`config.mk`:
```
export PLATFORM = sky130hd
export DESIGN_NAME = pqtf_ctrl
export DESIGN_NICKNAME = d
export VERILOG_FILES = /design/src/hw/rtl/pqtf_pkg.sv /design/src/hw/rtl/pqtf_ctrl.sv
export SDC_FILE = /design/constraint.sdc
export NUM_CORES = 1
export LEC_CHECK = 0
export ABC_AREA = 1
export BUFFER_PORTS_ARGS = -buffer_cell sky130_fd_sc_hd__buf_4
export CORE_MARGIN = 2
export CORE_UTILIZATION = 36
export CTS_BUF_LIST = sky130_fd_sc_hd__clkbuf_16
export DETAILED_ROUTE_END_ITERATION = 6
export GPL_TIMING_DRIVEN = 0
export PLACE_DENSITY = 0.82
export SLEW_MARGIN = 20
export SYNTH_ARGS = -nofsm -noshare
export SYNTH_HDL_FRONTEND = slang
export SYNTH_SLANG_ARGS = --single-unit
```
`constraint.sdc`:
```
create_clock -name clk -period 1 [get_ports clk]
set_input_delay 0.15 -clock clk [delete_from_list [all_inputs] [get_ports clk]]
set_output_delay 0.15 -clock clk [all_outputs]
set_load 0.005 [all_outputs]
```
`src/hw/rtl/pqtf_pkg.sv`:
```
// Shared constants, word types and control types for the quintic table block.
package pqtf_pkg;

  localparam int TABLE_ROWS    = 256;
  localparam int MAX_COLUMNS   = 64;
  localparam int MAX_NEIGHBORS = 1024;
  localparam int POWERS        = 6;
  localparam int ROW_IDX_W     = $clog2(TABLE_ROWS);
  localparam int COL_W         = $clog2(MAX_COLUMNS);
  localparam int STORE_ROWS    = TABLE_ROWS * MAX_COLUMNS;
  localparam int ADDR_W        = ROW_IDX_W + COL_W;
  localparam int PWR_W         = 3;
  localparam int NBR_W         = 11;
  localparam int LW_W          = 7;
  localparam int DIV_N         = 33;
  localparam int DIV_D         = 31;
  localparam int DIV_CNT_W     = $clog2(DIV_N + 1);
  localparam int IDX_SUM_W     = DIV_N + 2;

  localparam logic CMD_TABLE    = 1'b0;
  localparam logic CMD_NEIGHBOR = 1'b1;

  typedef enum logic [2:0] {
    CFG_LOWER,
    CFG_SPLIT,
    CFG_UPPER,
    CFG_FINE,
    CFG_COARSE,
    CFG_NCOUNT,
    CFG_LWIDTH
  } cfg_idx_t;

  typedef struct packed {
    logic               cmd;
    logic [7:0]         table_row;
    logic [5:0]         table_column;
    logic [2:0]         table_power;
    logic signed [31:0] coefficient;
    logic signed [31:0] x_value;
    logic signed [31:0] pad_x;
    logic signed [31:0] weight0;
    logic signed [31:0] weight1;
    logic signed [31:0] weight2;
    logic signed [31:0] weight3;
  } in_word_t;

  typedef struct packed {
    logic [5:0]         column;
    logic signed [63:0] sum0;
    logic signed [63:0] sum1;
    logic signed [63:0] sum2;
    logic signed [63:0] sum3;
    logic               last_column;
  } out_word_t;

  typedef enum logic [3:0] {
    S_IDLE,
    S_DECODE,
    S_DIV1,
    S_DIV2,
    S_RD,
    S_H0,
    S_MUL,
    S_ADD,
    S_W,
    S_S,
    S_A,
    S_E_RD,
    S_E_LD
  } state_t;

  typedef struct packed {
    logic capture;
    logic decode;
    logic write_coef;
    logic skip_adv;
    logic div_start;
    logic div_sel;
    logic take_q1;
    logic take_loc;
    logic rd_issue;
    logic h_load;
    logic h_mul;
    logic h_add;
    logic w_mul;
    logic s_mul;
    logic acc_write;
    logic col_inc;
    logic col_clr;
    logic out_load;
    logic finish;
  } ctrl_cmd_t;

  typedef struct packed {
    logic cmd_bit;
    logic skip;
    logic ends;
    logic div_done;
    logic h_last;
    logic col_last;
    logic out_free;
  } dp_stat_t;

endpackage

```
`src/hw/rtl/pqtf_ctrl.sv`:
```
// Sequencer for table writes, skipped words, interval search, column evaluation and emit.
module pqtf_ctrl
  import pqtf_pkg::*;
(
  input  logic      clk,
  input  logic      rst_n,
  input  logic      in_valid,
  input  dp_stat_t  stat,
  output ctrl_cmd_t cmd,
  output logic      in_stall,
  output state_t    state
);

  state_t state_r, state_nxt;

  always_ff @(posedge clk) begin
    if (!rst_n) begin
      state_r <= S_IDLE;
    end else begin
      state_r <= state_nxt;
    end
  end

  always_comb begin
    state_nxt = state_r;
    cmd       = '0;
    unique case (state_r)
      S_IDLE: begin
        cmd.capture = in_valid;
        if (in_valid) state_nxt = S_DECODE;
      end
      S_DECODE: begin
        cmd.decode = 1'b1;
        if (stat.cmd_bit == CMD_TABLE) begin
          cmd.write_coef = 1'b1;
          state_nxt      = S_IDLE;
        end else if (stat.skip) begin
          cmd.skip_adv = 1'b1;
          state_nxt    = S_IDLE;
        end else begin
          cmd.div_start = 1'b1;
          state_nxt     = S_DIV1;
        end
      end
      S_DIV1: begin
        if (stat.div_done) begin
          cmd.take_q1   = 1'b1;
          cmd.div_start = 1'b1;
          cmd.div_sel   = 1'b1;
          state_nxt     = S_DIV2;
        end
      end
      S_DIV2: begin
        if (stat.div_done) begin
          cmd.take_loc = 1'b1;
          cmd.col_clr  = 1'b1;
          state_nxt    = S_RD;
        end
      end
      S_RD: begin
        cmd.rd_issue = 1'b1;
        state_nxt    = S_H0;
      end
      S_H0: begin
        cmd.h_load = 1'b1;
        state_nxt  = S_MUL;
      end
      S_MUL: begin
        cmd.h_mul = 1'b1;
        state_nxt = S_ADD;
      end
      S_ADD: begin
        cmd.h_add = 1'b1;
        state_nxt = stat.h_last ? S_W : S_MUL;
      end
      S_W: begin
        cmd.w_mul = 1'b1;
        state_nxt = S_S;
      end
      S_S: begin
        cmd.s_mul = 1'b1;
        state_nxt = S_A;
      end
      S_A: begin
        cmd.acc_write = 1'b1;
        if (!stat.col_last) begin
          cmd.col_inc = 1'b1;
          state_nxt   = S_RD;
        end else if (stat.ends) begin
          cmd.col_clr = 1'b1;
          state_nxt   = S_E_RD;
        end else begin
          cmd.finish = 1'b1;
          state_nxt  = S_IDLE;
        end
      end
      S_E_RD: begin
        cmd.rd_issue = 1'b1;
        state_nxt    = S_E_LD;
      end
      S_E_LD: begin
        if (stat.out_free) begin
          cmd.out_load = 1'b1;
          if (stat.col_last) begin
            cmd.finish = 1'b1;
            state_nxt  = S_IDLE;
          end else begin
            cmd.col_inc = 1'b1;
            state_nxt   = S_E_RD;
          end
        end
      end
      default: state_nxt = S_IDLE;
    endcase
  end

  assign in_stall = (state_r != S_IDLE);
  assign state    = state_r;

endmodule

```
# Word level (Yosys, flattened, before mapping)
# Index checks and enable logic that the tools add are counted.
# totals
reg_bits,4
latchBits,0
ram_bits,0
rom_bits,0
in_bits,10
out_inout_bits,24
wordCells,62
memories,0
# classes
addsub,0
n_mul,0
n_div,0
magnitude_cmp,0
n_eq_ne,16
shifts,0
mux,41
bitwise_logic,0
reduce_logical,4
# op_table
operator,n
4-bit case mux with 13 select lines,1
4-bit two-way mux,9
1-bit two-way mux,21
4-bit equality test (second input constant),5
4-bit by 3-bit equality test with 1-bit output (second input constant),4
4-bit by 2-bit equality test with 1-bit output (second input constant),2
2-bit two-way mux,4
2-bit != test (second input constant),4
1-bit case mux with 2 select lines,4
3-bit two-way mux,2
4-bit by 1-bit equality test with 1-bit output (second input constant),1
4-bit logical NOT,1
4-bit AND reduction,1
4-bit nonzero test,1
2-bit OR reduction,1

# Depth between registers and ports, before layout
# logic_depth
ltp_word,3
depth_mapped,9
ltp_nobuf,9

# Worst setup path before layout
# No wires, ideal clock.
# synth_timing
path_type,reg-to-output
from,"register state_r[0], in the netlist state[0]"
to,output cmd[0] (netlist bit)
arrival_ns,1.066
required_ns,0.850
setup_slack_ns,-0.216
stages_incl_launch_ff,5
n_path_buf,0
cell_sequence,dfxtp_1 nor2_4 inv_1 nor3_1 o21a_1
# synth_rtl
item,line_no,rtl
from (decl),pqtf_ctrl.sv:14,"state_t state_r, state_nxt;"
from (signal assigned),pqtf_ctrl.sv:20,state_r <= state_nxt;
to (decl),pqtf_ctrl.sv:9,"output ctrl_cmd_t cmd,"

==> reports/results.ini <==
[run_status]
status = complete, but fails checks
violations = setup timing

[global_route]
grt_start_max_net_pins = 8
grt_pass1_vias = 771
grt_overflow = 0
grt_pass1_wl_um = 3350
grt_usage = 0.242
antenna_found_initial = 0

[sta]
layout_min_cycle_time_ps = 1460
worst_slack_ps = -456
setup_viol = 27
skew_ps = 0.658
max_freq_mhz = 687
maxSlewViolCount = 0
rsz0062_at_grt = true
period_share = 1.46
relSlewSlack = 0.846
worstMarginPinSlew_ps = 230
finalHoldViolations = 0

[job]
drv_cap = 0

[synth]
synth_cells = 102
yosys_warnings = 0
synth.top_cell.area_share = 0.192
netlist_area_um2 = 508
synth_area_per_cell_um2 = 4.98
synth_nets = 112
synthTopCellsByArea = nand2_1 (19%), nor2_1 (18%), inv_1 (17%), dfxtp_1 (16%), nand3_1 (6.9%)
synth-seq-cells = 4
yosys.area.top_type = nand2_1
seq_area_frac_synth = 0.158
ys_types = 15

[routing]
via_per_inst = 5.74
avgRoutedWirePerCell_um = 18.3
dr.pass1.iters = 4
routed_wl_um = 3110
drtAntennaViolNets = 0
vias = 975
drc = 0
drt-initial-drc-count = 43

[final_layout]
multi_input_area_um2 = 514
finalCoreUtilization = 0.945
seqCellArea_um2 = 95.1
drive_gt1_frac = 0.703
syn_to_final_growth_pct = 145
nFillCells = 42
antennaDiodeCount = 0
nNetsFinal = 167
largest_register_ffs = 4

[clock_tree]
clock_tree.root_cell = clkbuf_16
clockBufferDepth = 2
cts_tree = done
holdBufCountCts = 0
cts_max_level = 1
clkLatencyLatePin_ps = 220
clkSinkCount = 4
cts.clk_slew.worst_paths_ps = 30
cts_made_buffers = 3

[die]
rows = 13
fp.dieH_um = 41.6
ios = 34
die-area_um2 = 1730
die-width_um = 41.6
core_area_um2 = 1320
start_util = 0.386

[pwr]
leakage_nw = 0.669
p_clk_frac = 0.508
powerDensity_nw_per_um2 = 986
switching_power_mw = 0.360
power_mw = 1.23
power_frac_comb = 0.335
p_int_mw = 0.868
ir_drop_mv = 1.33
p_seq_frac = 0.157
p_sw_frac = 0.293

[setup_path]
cp_slowest_cell = dfxtp_4
crit_type = flop to output pin
rrSetupSlack_ps = -440
crit_family = flip-flops
max_stage_delay_ps = 420
cp_max_fo = 7
crit_buf_inv = 3
crit_chain = inv_4 -> nor2_4 -> nand2_2 -> nor2_2 -> inv_1 -> o21ai_1 -> buf_4
cp-end-kind = output pin
start_kind = flop
critPathRequiredTime_ps = 850
arrival_ps = 1310

[worst_hold_path]
hold_class = input port to flop

[placement]
dpl.hpwl_um = 1320
numPortBuffers = 33
pre_cts_ws_ps = -224
gp_congestion = 0.899

## per-stage QoR
| step | std cells | hold WS [ps] | area, µm² | TNS [ps] |
|---|---|---|---|---|
| 6_report | 170 | 238 | 1240 | -8820 |
| 5_1_grt | 170 | 271 | 1240 | -9790 |
| 2_1_floorplan | 102 | 310 | 554 | -252 |
| 3_3_place_gp | 150 | 435 | 821 | -1960 |
| 4_1_cts | 160 | 216 | 1050 | -6420 |
| 3_5_place_dp | 150 | 438 | 821 | -2200 |
## synth_stat cells
cell	instances
nor2_1	24
dfxtp_1	4
a22oi_1	1
o21ai_0	2
nor2_2	3
nand2_2	1
o21a_1	2
a21oi_1	4
nand3_1	7
o21ai_2	2
buf_4	1
nor2_4	1
nor3_1	1
nand2_1	26
inv_1	23
## path summary, 6_finish.rpt
| kind | depth (start not counted) | to | start |
|---|---|---|---|
| setup reg to reg | 10 | state[2] | state[1] |
| hold reg to reg | 2 | state[1] | state[1] |
| setup / recovery | 7 | cmd[2] | state[1] |
| hold / removal | 3 | state[2] | rst_n |
## worst min-delay path, stage by stage
cell and delay, ps:
buf_4 70, inv_1 90, a21oi_2 110
## layout make-up
cell class	count	share of cell area
Sequential cell	4	0.0764
Timing Repair Buffer	50	0.350
Inverter	23	0.0794
Multi-Input combinational cell	74	0.413
Buffer	1	0.00603
Tap cell	15	0.0151
Clock buffer	3	0.0603
## power by group through the flow
stage / registers, mW / clock network [mW] / logic, mW
6_report: 0.193 / 0.623 / 0.411
5_1_grt: 0.194 / 0.630 / 0.437
4_1_cts: 0.186 / 0.625 / 0.275
3_5_place_dp: 0.185 / 0 / 0.230
3_3_place_gp: 0.184 / 0 / 0.225
2_1_floorplan: 0.183 / 0 / 0.122
## placed cells by master, fill, tap and decap left out
cell type   n
nand2_2     7
nor2_1      9
nor2_4     10
inv_1      12
nand3_2     2
a21oi_2     3
nand2_4     5
nand3_4     1
nand3_1     4
a22oi_1     1
buf_4      35
nor3_4      1
inv_2       6
a21oi_1     1
o21a_1      2
o21ai_2     2
buf_6      16
inv_4       5
dfxtp_4     4
nor2_2      9
o21ai_1     2
nand2_1    15
clkbuf_16   3
## kinds of logic (layout without fill, tap and decap cells)
| logic type | count (synthesis) | after routing | share of synthesized area |
|---|---|---|---|
| simple gates | 63 | 63 | 0.520 |
| flops | 4 | 4 | 0.158 |
| compound gates | 11 | 11 | 0.138 |
| buf+inv | 24 | 77 | 0.185 |
## metal layers
metal	track usage	vias up	share of wire
li1	-	414	-
met3	0.0174	44	0.082
met1	0.276	427	0.34
met4	0.129	0	0.093
met5	0	-	0
met2	0.441	90	0.49
## timing repair
action / CTS / global route
pin swaps: 16 / 16
endpoints found under the setup margin: 24 / 25
setup buffers: 7 / 10
endpoints found under the hold margin: 0 / 0
gates resized for setup: 34 / 35
No activity file was read; power rests on OpenSTA's default activity.
